===== src/hw/rtl/fresnel_dielectric_reflectance_unit_defines.svh =====
// ============================================================================
// Assertion macros for the Fresnel reflectance unit
// Shorthands for clocked implication checks that are disabled during reset.
// ============================================================================
`ifndef FRESNEL_DIELECTRIC_REFLECTANCE_UNIT_DEFINES_SVH
`define FRESNEL_DIELECTRIC_REFLECTANCE_UNIT_DEFINES_SVH

// Same-cycle implication, sampled on i_clk, off while i_rst_n is low.
`define FDR_ASSERT_IMP(lbl, ante, cons, msg) \
    lbl: assert property (@(posedge i_clk) disable iff (!i_rst_n) \
        (ante) |-> (cons)) else $error(msg);

// Next-cycle implication, sampled on i_clk, off while i_rst_n is low.
`define FDR_ASSERT_NXT(lbl, ante, cons, msg) \
    lbl: assert property (@(posedge i_clk) disable iff (!i_rst_n) \
        (ante) |=> (cons)) else $error(msg);

`endif


===== src/hw/rtl/fdr_pkg.sv =====
// ============================================================================
// Fresnel reflectance package
// Shared widths, constants and the sideband record carried down the pipeline.
// ============================================================================
`default_nettype none

package fdr_pkg;

    localparam int COS_W   = 16;
    localparam int RATIO_W = 15;
    localparam int T2_W    = 31;
    localparam int ROOT_W  = 16;
    localparam int AMP_W   = 30;
    localparam int QUO_W   = 31;

    localparam logic [RATIO_W-1:0] RATIO_MIN = 15'd1024;
    localparam logic [RATIO_W-1:0] RATIO_MAX = 15'd16384;
    localparam logic [RATIO_W-1:0] ONE_Q12   = 15'd4096;
    localparam logic [COS_W-1:0]   ONE_Q15   = 16'd32768;

    // Per-item values that ride alongside the arithmetic.
    typedef struct packed {
        logic               outside;
        logic               matched;
        logic [COS_W-1:0]   ci;
        logic [RATIO_W-1:0] eta_it;
        logic [RATIO_W-1:0] eta_ti;
        logic [ROOT_W-1:0]  ct;
    } t_side;

endpackage

`default_nettype wire


===== src/hw/rtl/fdr_isqrt.sv =====
// ============================================================================
// Integer square root
// Pipelined digit-by-digit floor square root, one result bit per stage.
// ============================================================================
`default_nettype none

module fdr_isqrt (
    input  logic                         i_clk,
    input  logic                         i_rst_n,
    input  logic                         i_valid,
    input  logic [fdr_pkg::T2_W-1:0]     i_val,
    input  fdr_pkg::t_side               i_side,
    output logic                         o_valid,
    output logic [fdr_pkg::ROOT_W-1:0]   o_root,
    output fdr_pkg::t_side               o_side
);
    import fdr_pkg::*;

    localparam int N     = ROOT_W;
    localparam int V_W   = 2 * ROOT_W;
    localparam int REM_W = ROOT_W + 2;

    logic              r_vld  [N];
    logic [REM_W-1:0]  r_rem  [N];
    logic [ROOT_W-1:0] r_root [N];
    logic [V_W-1:0]    r_low  [N];
    t_side             r_side [N];

    for (genvar k = 0; k < N; k++) begin : g_st
        logic              p_vld;
        logic [REM_W-1:0]  p_rem;
        logic [ROOT_W-1:0] p_root;
        logic [V_W-1:0]    p_low;
        t_side             p_side;
        logic [REM_W+1:0]  w_sh;
        logic [REM_W+1:0]  w_trial;
        logic [REM_W+1:0]  w_diff;
        logic              w_ge;

        if (k == 0) begin : g_first
            assign p_vld  = i_valid;
            assign p_rem  = '0;
            assign p_root = '0;
            assign p_low  = {{(V_W-T2_W){1'b0}}, i_val};
            assign p_side = i_side;
        end else begin : g_next
            assign p_vld  = r_vld[k-1];
            assign p_rem  = r_rem[k-1];
            assign p_root = r_root[k-1];
            assign p_low  = r_low[k-1];
            assign p_side = r_side[k-1];
        end

        // The remainder stays at most twice the partial root.
        assign w_sh    = {p_rem, p_low[V_W-1:V_W-2]};
        assign w_trial = {2'b00, p_root, 2'b01};
        assign w_diff  = w_sh - w_trial;
        assign w_ge    = (w_sh >= w_trial);

        always_ff @(posedge i_clk) begin
            if (!i_rst_n) begin
                r_vld[k] <= 1'b0;
            end else begin
                r_vld[k] <= p_vld;
            end
        end

        always_ff @(posedge i_clk) begin
            r_rem[k]  <= w_ge ? w_diff[REM_W-1:0] : w_sh[REM_W-1:0];
            r_root[k] <= {p_root[ROOT_W-2:0], w_ge};
            r_low[k]  <= {p_low[V_W-3:0], 2'b00};
            r_side[k] <= p_side;
        end
    end

    assign o_valid = r_vld[N-1];
    assign o_root  = r_root[N-1];
    assign o_side  = r_side[N-1];

endmodule

`default_nettype wire


===== config.mk =====
export PLATFORM = sky130hd
export DESIGN_NAME = fdr_isqrt
export DESIGN_NICKNAME = d
export VERILOG_FILES = /design/src/hw/rtl/fresnel_dielectric_reflectance_unit_defines.svh /design/src/hw/rtl/fdr_pkg.sv /design/src/hw/rtl/fdr_isqrt.sv
export SDC_FILE = /design/constraint.sdc
export NUM_CORES = 1
export LEC_CHECK = 0
export ABC_AREA = 1
export BUFFER_PORTS_ARGS = -buffer_cell sky130_fd_sc_hd__clkbuf_2
export CORE_ASPECT_RATIO = 1.75
export CORE_MARGIN = 5
export CORE_UTILIZATION = 60
export CTS_BUF_LIST = sky130_fd_sc_hd__clkbuf_2
export DETAILED_ROUTE_END_ITERATION = 16
export PLACE_DENSITY = 0.78
export SLEW_MARGIN = 40
export SYNTH_ARGS = -nofsm -noshare
export SYNTH_HDL_FRONTEND = slang
export SYNTH_SLANG_ARGS = --single-unit

===== constraint.sdc =====
create_clock -name i_clk -period 4 [get_ports i_clk]
set_input_delay 0.8 -clock i_clk [delete_from_list [all_inputs] [get_ports i_clk]]
set_output_delay 0.8 -clock i_clk [all_outputs]
set_load 0.05 [all_outputs]

* Yosys cells after proc, flatten, opt, wreduce, memory -nomap -nowiden
Memories as Yosys holds them, arrays and structs flattened.
Index checks and enable logic that the tools add are counted.
W data, S select, Z words.
** Storage, ports and cells
- Input bits :: 98
- Logic and storage cells :: 87
- Memories :: 5
- Memory bits (writable) :: 2064
- Bits in registers :: 0
** Operators by class
- Order comparisons :: 16
- Bitwise logic cells :: 16
- Add/sub/neg operators :: 16
- Multiplexer cells :: 34
** Memories
- r_side :: words 16, bits a word 64, rd ports 16, clocked after memory_dff 0, wr ports 16, line fdr_isqrt.sv:27 : t_side r_side [N];
- r_low :: words 16, bits a word 30, rd ports 15, clocked after memory_dff 0, wr ports 16, line fdr_isqrt.sv:26 : logic [V_W-1:0] r_low [N];
- r_rem :: words 16, bits a word 18, rd ports 15, clocked after memory_dff 0, wr ports 16, line fdr_isqrt.sv:24 : logic [REM_W-1:0] r_rem [N];
- r_root :: words 16, bits a word 16, rd ports 16, clocked after memory_dff 0, wr ports 16, line fdr_isqrt.sv:25 : logic [ROOT_W-1:0] r_root [N];
- r_vld :: words 16, bits a word 1, rd ports 16, clocked after memory_dff 0, wr ports 16, line fdr_isqrt.sv:23 : logic r_vld [N];
** Operators with widths (count)
- $ge A20 B18 Y1 :: 15
- $mux W18 :: 16
- $sub A18 B18 Y18 :: 15
- $mux W1 :: 18
- $or A1 B1 Y1 :: 16
- $sub A1 B1 Y2 const B :: 1
- $ge A1 B1 Y1 const B :: 1

* Logic depth before layout (Yosys ltp)
An unclocked memory read counts as a cell.
- Word-level depth :: 3
- Gate-level depth with buffers :: 14
- Mapped depth without buffers :: 13

* Worst setup path after synthesis
No wires, ideal clock.
- Kind :: reg2reg
- Start :: memory r_root[13][9]
- End :: memory r_rem[1][111] (netlist bit)
- Cell stages (with the launch flop) :: 10
- Data required time :: 3882 ps
- Data arrival time :: 1568 ps
- Period minus slack after synthesis :: 1686 ps
- Slack :: 2314 ps
- Cell sequence :: dfxtp_1 > inv_1 > ha_1 > a21oi_1 > nand2_1 > a21oi_2 > nand2_2 > nor2_4 > buf_6 > o21ai_2
** RTL lines (line)
- from (decl) :: fdr_isqrt.sv:25
- to (decl) :: fdr_isqrt.sv:24

==> impl_results.md <==
* Status: finished, final reports clean
* Slowest Stage Delay on Critical Path at 0.42 ns
* Worst Hold Path Cells at 0
* Worst R2R Path Depth at 9
* Clock sinks at about 1700
* Total number of yosys warnings at 0
* First-pass GRT wire length at 163000 um
* H-tree depth reported by CTS at 5
* Initial core utilization at 60.2%
* Yosys cell types at 53
* Die H at roughly 380 um
* Most numerous cell in the Yosys netlist: dfxtp_1
* CTS tree: yes
* Deepest clock path buffer count at 4
* XOR/XNOR share of the synthesized area at 1.74%
* Core Region at 78400 um^2
* Slew HR at between 30 and 40%
* Final Max Tran Viols at 0
* CTS Root Cell: clkbuf_2
* Layout Utilization at between 60 and 70%
* EDFF count, synth at 0
* Mean post-synth cell area at 10.9 um^2
* CP delay by family, top: flip-flops
* Main combinational cell family by area after synthesis: simple AND/OR/NAND/NOR gates
* Slowest CP cell: dfxtp_1
* Min Hold Slack at approximately 0.20 ns
* Post-layout nets at 5293
* Switch share at between 30% and 40%
* Post-synthesis mux area share at 0%
* Die ar. at 84700 um^2
* Internal power at about 24 mW
* Power density over cell area at 628 nW/um^2
* CTS buffer count at ~350
* Min Tclk post-route at between 3 and 4 ns
* Total negative slack at 0 ns
* Vias per cell at 4.79
* CP Max Fanout at 1
* Synthesized area at roughly 47000 um^2
* DRC at 0
* DP Area at about 50000 um^2
* CP cell instances: clkbuf_2
* Main flop type after synthesis: dfxtp_1
* Synthesized Nets at 4589
* Met3 Usage GRT at under 10%
* Post-route ant nets at 0
* Final WL at between 100000 and 150000 um
* Clock power share at 27.7%
* Leading post-synthesis cells by cell area: dfxtp_1 (70%), nand2_1 (7.1%), ha_1 (4.0%), inv_1 (4.0%), nand3_1 (2.1%)
* Synth Area in Adders at 4.02%
* Drt pass-1 iters at 8
* CP Launch Type: flip-flop
* Crit Path Category: reg -> out
* Power Total at 34.0 mW
* Setup-failing EPs final at 0
* Worst path required time at 3.20 ns
* Ys async rst share at 0%
* CP bufs+invs at 1
* Ranking of synthesized cells by instance count: dfxtp_1 (1662), nand2_1 (898), inv_1 (501)
* Peak Freq at about 330 MHz
* Hold-fix buffers at CTS at 194
* Global routing's busiest layer: met2
* Logic pwr share at 16.1%
* Hold Vio Cnt, Final at 0
* Simple-gate share of the synthesized area at 14.5%
* CP endpoint kind: output port
* Initial antenna violation count at 3
* Area Overhead vs Synth at 14.4%
* Synth area leader: dfxtp_1
* Total gr overflow at 0
* Critical Path AT at 2.26 ns
* Post-synthesis register bit count at 1662
* Register area share after synthesis at 70.4%
* Violation count after the first detailed-route iteration at 1068
* Via count at 30200
* Drt wl/cell at 16.5 um
* I/O Buffers at 178
* Worst hold path class: reg -> reg
* Std-Cell Rows at 136
* Routability congestion estimate at about 0.97
* M2 GR Usage at between 50% and 60%
* # Max-Cap Violations at 0
* Post-synth top area share at 70.4%
* Post-CTS Setup Inserts at 0
* Clk pin slew, worst setup/hold paths at 0.17 ns
* Sequential share of power at 56.2%
* Synthesized instance count at ~4300
* I/O pin count at 179
* Share of layout cells above drive strength 1 at 17.5%
* Fin crit share at 76.4%
* Post-cts resize count at 0
* NetSw at roughly 10 mW
* Overall routing resource usage at 24.9%
* Die Wd at about 220 um
* Worst-margin pin slew at roughly 0.91 ns
* Met1 usage in global routing at between 10% and 20%
* Largest net degree at the start of global routing at 26
* Worst Skew at 0.184 ns
* Unrepaired setup endpoints after global routing: no
* Synth Area in Compound Gates at under 10%
* CP Depth at 1
* Hpwl dp at 72400 um
* Vias in the first global route at 32900
* Leak at 26.6 nW
* Cell area after layout at approximately 54000 um^2
* VDD IR max at 0.434 mV
* Clock network latency to the later pin of the worst-skew pair at 1.48 ns
-- through the flow --
step / setup WS, ns / std cells
after floorplan: 2.31 / 4339
after global placement: 1.66 / 5530
after detailed placement: 1.60 / 5530
after CTS: 0.750 / 6299
after global routing: 0.651 / 6305
final: 0.943 / 6305
-- worst register-to-register path: stages (launching register included) --
cell and delay, ns:
dfxtp_1 0.61, inv_1 0.09, ha_1 0.36, nand2_1 0.13
inv_1 0.06, o21ai_0 0.12, nand3b_1 0.18, a21oi_1 0.39
nand4_1 0.13, nand2_1 0.19
-- layout make-up --
class / instances / area, um^2
diodes: 5 / 12.5
clock buffers: 492 / 2460
clock inverters: 83 / 460
fillers: 5840 / 24400
inverters: 522 / 1980
multi-input cells: 2133 / 11700
flip-flops and latches: 1662 / 33300
well taps: 1035 / 1290
repair buffers: 373 / 2860
-- cell families after synthesis --
family	Yosys count
AND/OR/NAND/NOR	1555
AO/OA/AOI/OAI	331
flip-flops	1662
buffers and inverters	544
XOR/XNOR	94
adder cells (fa/ha/maj)	152
other	1
-- state kept, by name, summed over array words and instances, names as in the netlist --
register,flops
r_low,240
r_rem,246
r_root,136
r_side,1024
r_vld,16
-- power by group through the flow --
stage                     Combinational (mW)  Clock (mW)  Sequential, mW
after floorplan                         3.79           0            19.3
after global placement                  5.20           0            19.4
after detailed placement                5.26           0            19.5
after CTS                               5.43        9.63            19.1
after global routing                    6.08        10.7            19.3
final                                   5.46        9.41            19.1
-- metal layers --
metal  wire length [um]  share of wire [%]  vias up
met5                  7             0.0067        -
met3               3880                3.7      427
met4               9480                9.1        2
li1                   -                  -    15200
met1              28500                 27    13800
met2              62000                 60      837
-- layout by cell type, fill, tap and decap left out, drive strengths merged, types with 2 or more instances in the layout --
| cell | count |
|---|---|
| inv | 526 |
| o211ai | 2 |
| nor3b | 2 |
| dfxtp | 1662 |
| nor2 | 278 |
| o21bai | 9 |
| ha | 152 |
| nand4 | 49 |
| a21o | 3 |
| nor4 | 5 |
| dlygate4sd3 | 194 |
| nand3 | 207 |
| a21oi | 173 |
| xnor2 | 40 |
| a21boi | 2 |
| nor3 | 30 |
| bufinv | 5 |
| nand2 | 946 |
| diode | 5 |
| or2 | 8 |
| xor2 | 54 |
| clkinv | 74 |
| o21ai | 136 |
| and2 | 3 |
| o21a | 4 |
| nand3b | 26 |
| clkbuf | 670 |
-- final timing paths --
path / start / endpoint / slack [ns]
max: r_side[1][460] / o_side[12] / 0.94
min: r_side[1][392] / r_side[1][456] / 0.20
max reg2reg: r_root[4][2] / r_rem[0][103] / 1.61
min reg2reg: r_side[1][392] / r_side[1][456] / 0.20
(Power assumes the default switching activity.)
