$ cat src/hw/rtl/fresnel_dielectric_reflectance_unit_defines.svh
// ============================================================================
// Assertion macros for the Fresnel reflectance unit
// Shorthands for clocked implication checks that are disabled during reset.
// ============================================================================
`ifndef FRESNEL_DIELECTRIC_REFLECTANCE_UNIT_DEFINES_SVH
`define FRESNEL_DIELECTRIC_REFLECTANCE_UNIT_DEFINES_SVH

// Same-cycle implication, sampled on i_clk, off while i_rst_n is low.
`define FDR_ASSERT_IMP(lbl, ante, cons, msg) \
    lbl: assert property (@(posedge i_clk) disable iff (!i_rst_n) \
        (ante) |-> (cons)) else $error(msg);

// Next-cycle implication, sampled on i_clk, off while i_rst_n is low.
`define FDR_ASSERT_NXT(lbl, ante, cons, msg) \
    lbl: assert property (@(posedge i_clk) disable iff (!i_rst_n) \
        (ante) |=> (cons)) else $error(msg);

`endif

$ cat src/hw/rtl/fdr_pkg.sv
// ============================================================================
// Fresnel reflectance package
// Shared widths, constants and the sideband record carried down the pipeline.
// ============================================================================
`default_nettype none

package fdr_pkg;

    localparam int COS_W   = 16;
    localparam int RATIO_W = 15;
    localparam int T2_W    = 31;
    localparam int ROOT_W  = 16;
    localparam int AMP_W   = 30;
    localparam int QUO_W   = 31;

    localparam logic [RATIO_W-1:0] RATIO_MIN = 15'd1024;
    localparam logic [RATIO_W-1:0] RATIO_MAX = 15'd16384;
    localparam logic [RATIO_W-1:0] ONE_Q12   = 15'd4096;
    localparam logic [COS_W-1:0]   ONE_Q15   = 16'd32768;

    // Per-item values that ride alongside the arithmetic.
    typedef struct packed {
        logic               outside;
        logic               matched;
        logic [COS_W-1:0]   ci;
        logic [RATIO_W-1:0] eta_it;
        logic [RATIO_W-1:0] eta_ti;
        logic [ROOT_W-1:0]  ct;
    } t_side;

endpackage

`default_nettype wire

$ cat src/hw/rtl/fdr_recip.sv
// ============================================================================
// Reciprocal ratio divider
// Pipelined restoring division giving round-half-up(2^24 / den), one bit a stage.
// ============================================================================
`default_nettype none

module fdr_recip (
    input  logic                          i_clk,
    input  logic                          i_rst_n,
    input  logic                          i_valid,
    input  logic [fdr_pkg::RATIO_W-1:0]   i_den,
    input  fdr_pkg::t_side                i_side,
    output logic                          o_valid,
    output logic [fdr_pkg::RATIO_W-1:0]   o_quo,
    output fdr_pkg::t_side                o_side
);
    import fdr_pkg::*;

    localparam int N = RATIO_W;

    logic [24:0] w_num;

    logic               r_vld  [N];
    logic [RATIO_W-1:0] r_rem  [N];
    logic [RATIO_W-1:0] r_quo  [N];
    logic [RATIO_W-1:0] r_low  [N];
    logic [RATIO_W-1:0] r_den  [N];
    t_side              r_side [N];

    // Adding half the divisor makes the truncating quotient round half up.
    assign w_num = {1'b1, 24'd0} + {11'd0, i_den[RATIO_W-1:1]};

    for (genvar k = 0; k < N; k++) begin : g_st
        logic               p_vld;
        logic [RATIO_W-1:0] p_rem;
        logic [RATIO_W-1:0] p_quo;
        logic [RATIO_W-1:0] p_low;
        logic [RATIO_W-1:0] p_den;
        t_side              p_side;
        logic [RATIO_W:0]   w_sh;
        logic [RATIO_W:0]   w_diff;
        logic               w_ge;

        if (k == 0) begin : g_first
            // The top ten dividend bits are below any allowed divisor.
            assign p_vld  = i_valid;
            assign p_rem  = {5'd0, w_num[24:15]};
            assign p_quo  = '0;
            assign p_low  = w_num[14:0];
            assign p_den  = i_den;
            assign p_side = i_side;
        end else begin : g_next
            assign p_vld  = r_vld[k-1];
            assign p_rem  = r_rem[k-1];
            assign p_quo  = r_quo[k-1];
            assign p_low  = r_low[k-1];
            assign p_den  = r_den[k-1];
            assign p_side = r_side[k-1];
        end

        assign w_sh   = {p_rem, p_low[RATIO_W-1]};
        assign w_diff = w_sh - {1'b0, p_den};
        assign w_ge   = (w_sh >= {1'b0, p_den});

        always_ff @(posedge i_clk) begin
            if (!i_rst_n) begin
                r_vld[k] <= 1'b0;
            end else begin
                r_vld[k] <= p_vld;
            end
        end

        always_ff @(posedge i_clk) begin
            r_rem[k]  <= w_ge ? w_diff[RATIO_W-1:0] : w_sh[RATIO_W-1:0];
            r_quo[k]  <= {p_quo[RATIO_W-2:0], w_ge};
            r_low[k]  <= {p_low[RATIO_W-2:0], 1'b0};
            r_den[k]  <= p_den;
            r_side[k] <= p_side;
        end
    end

    assign o_valid = r_vld[N-1];
    assign o_quo   = r_quo[N-1];
    assign o_side  = r_side[N-1];

endmodule

`default_nettype wire

$ cat config.mk
export PLATFORM = sky130hd
export DESIGN_NAME = fdr_recip
export DESIGN_NICKNAME = d
export VERILOG_FILES = /design/src/hw/rtl/fresnel_dielectric_reflectance_unit_defines.svh /design/src/hw/rtl/fdr_pkg.sv /design/src/hw/rtl/fdr_recip.sv
export SDC_FILE = /design/constraint.sdc
export NUM_CORES = 1
export LEC_CHECK = 0
export BUFFER_PORTS_ARGS = -buffer_cell sky130_fd_sc_hd__buf_2
export CORE_ASPECT_RATIO = 1.5
export CORE_MARGIN = 2
export CORE_UTILIZATION = 40
export DETAILED_ROUTE_END_ITERATION = 8
export SYNTH_ARGS = -nofsm -noshare
export SYNTH_HDL_FRONTEND = slang
export SYNTH_SLANG_ARGS = --single-unit
$ cat constraint.sdc
create_clock -name i_clk -period 3.7 [get_ports i_clk]
set_input_delay 0.555 -clock i_clk [delete_from_list [all_inputs] [get_ports i_clk]]
set_output_delay 0.555 -clock i_clk [all_outputs]
set_load 0.01 [all_outputs]
# Word-level counts from Yosys, hierarchy flattened
# Memories as Yosys holds them, arrays and structs flattened.
# Index checks and enable logic that the tools add are counted.
# totals
mem_count	6
out_inout_bits	80
word_cells	84
input_bits	82
register_bits	0
ramBits	1860
# classes
n_lt_le_gt_ge	15
n_bitwise	15
mux	32
add_sub_neg	16
# mem_list
name	depth	width	read_ports	rd_clocked_by_memory_dff	write_ports	line	source
r_side	15	64	15	0	15	fdr_recip.sv:28	t_side r_side [N];
r_den	15	15	14	0	15	fdr_recip.sv:27	logic [RATIO_W-1:0] r_den [N];
r_quo	15	15	15	0	15	fdr_recip.sv:25	logic [RATIO_W-1:0] r_quo [N];
r_rem	15	15	14	0	15	fdr_recip.sv:24	logic [RATIO_W-1:0] r_rem [N];
r_low	15	14	14	0	15	fdr_recip.sv:26	logic [RATIO_W-1:0] r_low [N];
r_vld	15	1	15	0	15	fdr_recip.sv:23	logic r_vld [N];
# op_table
cell	n
15-bit two-way mux	15
16-bit by 15-bit >= comparator with 1-bit output	14
15-bit subtractor	14
25-bit by 14-bit adder with 25-bit output (first input constant)	1
1-bit two-way mux	17
11-bit by 15-bit >= comparator with 1-bit output	1
1-bit bitwise OR	15
11-bit by 15-bit subtractor with 15-bit output	1

# Longest topological paths before layout
# logic_depth
word_depth	3
depth_mapped	12
depth_no_buf	11

# Worst setup path after synthesis
# No wires, ideal clock.
# synth_path
path_type	reg-to-reg
start	memory r_den[4][10], in the netlist r_den[2][10]
end	memory r_rem[5][11], in the netlist r_rem[0][86]
stages_incl_launch_ff	11
n_path_buf	1
period_less_slack_ns	2.672
setup_time_ns	0.121
path_slack_ns	1.028
t_arrival_ns	2.552
required_time_ns	3.579
cell_sequence	dfxtp_1 -> inv_1 -> ha_1 -> fa_1 -> nand2b_1 -> a211oi_1 -> nor3_1 -> o21ai_1 -> a2bb2oi_4 -> buf_4 -> mux2_2
# synth_lines
item	line
start, declared	fdr_recip.sv:27
end, declared	fdr_recip.sv:24

==> summary.md <==
| Metric | Value |
|---|---|
| Req. time, crit path | 4.33 ns |
| Clock latency at the later pin of the worst-skew pair | 0.75 ns |
| Final setup violation count | 0 |
| Standard-cell row count | ~150 |
| Die X | 273.0 um |
| Synth Flop Type | dfxtp_1 |
| Area of the multi-input gates | 0.01192 sq mm |
| First-pass GRT wire length | 114,700 um |
| Inst Count DP | 5,013 |
| Mapped Area | between 0.04 and 0.05 sq mm |
| Final setup TNS | 0 ns |
| Min-delay worst type | input port to register |
| Met2 usage in global routing | 24.51% |
| Num ports | 162 |
| Post-Route Skew | 0.02907 ns |
| Met3 usage | between 3 and 4% |
| PwrDens | between 800 and 900 mW/mm^2 |
| Synth async-reset ratio | 0% |
| Worst Hold Path EP | r_vld[5] |
| Final instance area | 0.05157 sq mm |
| Per-cell routed wire length | between 10 and 15 um |
| Root Buffer | clkbuf_16 |
| Busiest grt layer | met2 |
| Fillers | between 9,000 and 10,000 |
| Fraction of layout instances using a drive strength above 1 | 13.48% |
| ANT cells | 0 |
| Pins over their slew limit | 0 |
| WP data arrival | 3.68 ns |
| Fin cells | 5,335 |
| DRT iter0 DRCs | 819 |
| Worst setup EP type | register |
| Worst R2R End | r_rem[0][78] |
| Yosys cell types | 81 |
| Gr ovfl total | 0 |
| Crit start category | register |
| Period utilisation layout | approximately 83% |
| H-tree depth | 4 |
| DRC | 0 |
| Setup repair after global routing missed its margin | false |
| Detailed Route WL | approximately 70,000 um |
| Yosys reg bits | 1,515 |
| Area delta synth->final | 18.77% |
| Max FO, Critical Path | 19 |
| Startpoint of the worst hold path | i_rst_n |
| IO Port Bufs | between 150 and 200 |
| Sequential-to-total area share from yosys stat | 69.85% |
| Die area | around 0.11 sq mm |
| Hold Fails Final Rpt | 0 |
| Util after Layout | about 48% |
| ANT nets after route | 0 |
| Yosys warns | 0 |
| Register area | between 0.03 and 0.04 sq mm |
| Syn_area_per_cell | around 13 sq um |
| DR vias | 24,000 |
| HPWL Detailed | 50,070 um |
| Met1 Usage GRT | 11.79% |
| CTS Buf Count | 136 |
| Reg2reg start | r_den[2][10] |
| EDFF count, synth | 0 |
| Hold path cells | 2 |
| Pre-antenna DRT Iters | 5 |
| Placer Congestion | between 0.9 and 1 |
| Min Tclk post-route | 3.055 ns |
| CTS clock-pin slew for the worst setup and hold paths | approximately 0.060 ns |
| Max VDD drop | 0.5388 mV |
| Reg2reg path depth | 9 |
| Slew HR | 35.87% |
| Leak | 22.67 nW |
| Fmax achieved | 0.3273 GHz |
| Cell count after synthesis | 3,450 |
| Die height | 407.5 um |
| Initial Util | 40.15% |
| NumNets Final | around 4,100 |
| Via count of the first global-routing pass | between 20,000 and 25,000 |
| Least-Margin Pin Slew | approximately 0.96 ns |
| Status | completed |
| # clock sinks | 1,515 |
| Syn nets | 3,756 |
| Largest net degree at the start of global routing | 31 |
| Routed vias/inst | around 4.5 |
| CTS tree | done |
| Placed cell area | 0.04595 sq mm |
| Area of the core | 0.1081 sq mm |
| All-Layer GR Usage | around 13% |
| R2r setup slk | 0.65 ns |
| Critical path type | register to register |
| Initial antenna violation count | 0 |
| Clock buffer depth | 3 |
| Count of max-cap constraint violations | 0 |
| Worst hold slack | 0.1489 ns |
-- per-stage QoR --
step | setup WS, ns | total power, W
after floorplan | 1.028 | 0.02743
final | 0.6451 | 0.04427
after global placement | 0.6906 | 0.02973
after detailed placement | 0.6034 | 0.02994
after CTS | 0.5985 | 0.04492
after global routing | 0.3821 | 0.04689
-- cell type report --
| class | instances | share of cell area, % |
|---|---|---|
| Clock buffer | 186 | 7.453 |
| Timing Repair Buffer | 261 | 3.406 |
| Clock inverter | 56 | 1.905 |
| Sequential cell | 1515 | 58.81 |
| Tap cell | 1425 | 3.457 |
| Inverter | 254 | 1.849 |
| Multi-Input combinational cell | 1638 | 23.12 |
-- critical path, cell delays in order (launching register included) --
cell	delay [ns]
dfxtp_1	0.35
inv_1	0.08
ha_1	0.21
fa_1	0.40
nand2b_1	0.17
a211oi_1	0.21
nor3_1	0.14
o21ai_1	0.46
a2bb2oi_4	0.52
mux2_2	0.40
-- logic make-up after synthesis --
logic type | Yosys count | share of synthesized area (%)
xor+xnor | 128 | 2.582
simple gates | 552 | 5.925
fa+ha+maj | 224 | 6.680
buf+inv | 297 | 2.689
mux | 114 | 2.959
compound gates | 620 | 9.316
flops | 1515 | 69.85
-- flip-flops by register name, summed over array words and instances, names as in the netlist --
name	cells
r_rem	210
r_side	960
r_vld	15
r_quo	120
r_den	210
-- how the worst max path moves through the flow --
stage | slack (ns) | cells past startpoint | startpoint | endpoint
detailed placement | 0.60 | 9 | r_den[2][10] | r_rem[0][78]
CTS | 0.60 | 9 | r_den[2][10] | r_rem[0][78]
global route | 0.38 | 9 | r_den[2][10] | r_rem[0][77]
floorplan | 1.03 | 10 | r_den[2][10] | r_rem[0][86]
finish | 0.65 | 9 | r_den[2][10] | r_rem[0][78]
global placement | 0.69 | 11 | r_den[4][6] | r_rem[1][29]
-- cells in the mapped netlist (all sizes together) (30+ instances only) --
master  count  area [sq um]
nor3       30         155.1
a21o       45         339.1
xnor2      79         691.9
nor2      154         578.1
inv       254         953.4
ha        211          2640
mux2       94          1085
nand2     176         660.6
o21ai     176         884.6
a21oi     158         802.0
o21a       46         345.3
dfxtp    1515         30330
nand3      36         180.2
a211oi     30         235.2
xor2       49         429.2
nand2b     31         193.9
-- layer usage --
layer / part of all wire, % / vias to the layer above
met2: 54 / 440
met3: 3.9 / 222
met1: 37 / 11000
met4: 5.7 / 0
met5: 0 / -
li1: - / 12330
-- cell usage in the layout, fill, tap and decap left out, drive strengths merged, types with 11 or more instances in the layout --
| master | n |
|---|---|
| a31o | 11 |
| o31a | 11 |
| dlygate4sd3 | 80 |
| ha | 211 |
| a21o | 45 |
| a211oi | 30 |
| o21ai | 176 |
| and2 | 23 |
| a31oi | 17 |
| mux2 | 94 |
| nand2 | 176 |
| bufinv | 17 |
| o31ai | 15 |
| dfxtp | 1515 |
| clkinv | 23 |
| nor2 | 154 |
| nor3 | 30 |
| inv | 261 |
| nand2b | 31 |
| nand3 | 36 |
| xor2 | 49 |
| and3 | 16 |
| nor2b | 25 |
| o211ai | 20 |
| xnor2 | 79 |
| clkbuf | 186 |
| buf | 181 |
| mux2i | 20 |
| nand4 | 24 |
| o21a | 46 |
| a21oi | 158 |
| fa | 13 |
-- power by group --
part / switching, W / total, W / internal [W]
sequential: 0.000825 / 0.0193 / 0.0185
combinational: 0.00548 / 0.0103 / 0.00486
clock: 0.00604 / 0.0146 / 0.00860
total: 0.0123 / 0.0443 / 0.0319
-- what timing repair did --
action,4_1_cts,5_1_grt
hold buffers,80,0
resized for setup,0,0
endpoints found under the hold margin,84,0
buffers inserted,0,0
Power figures use the tool's default switching activity.
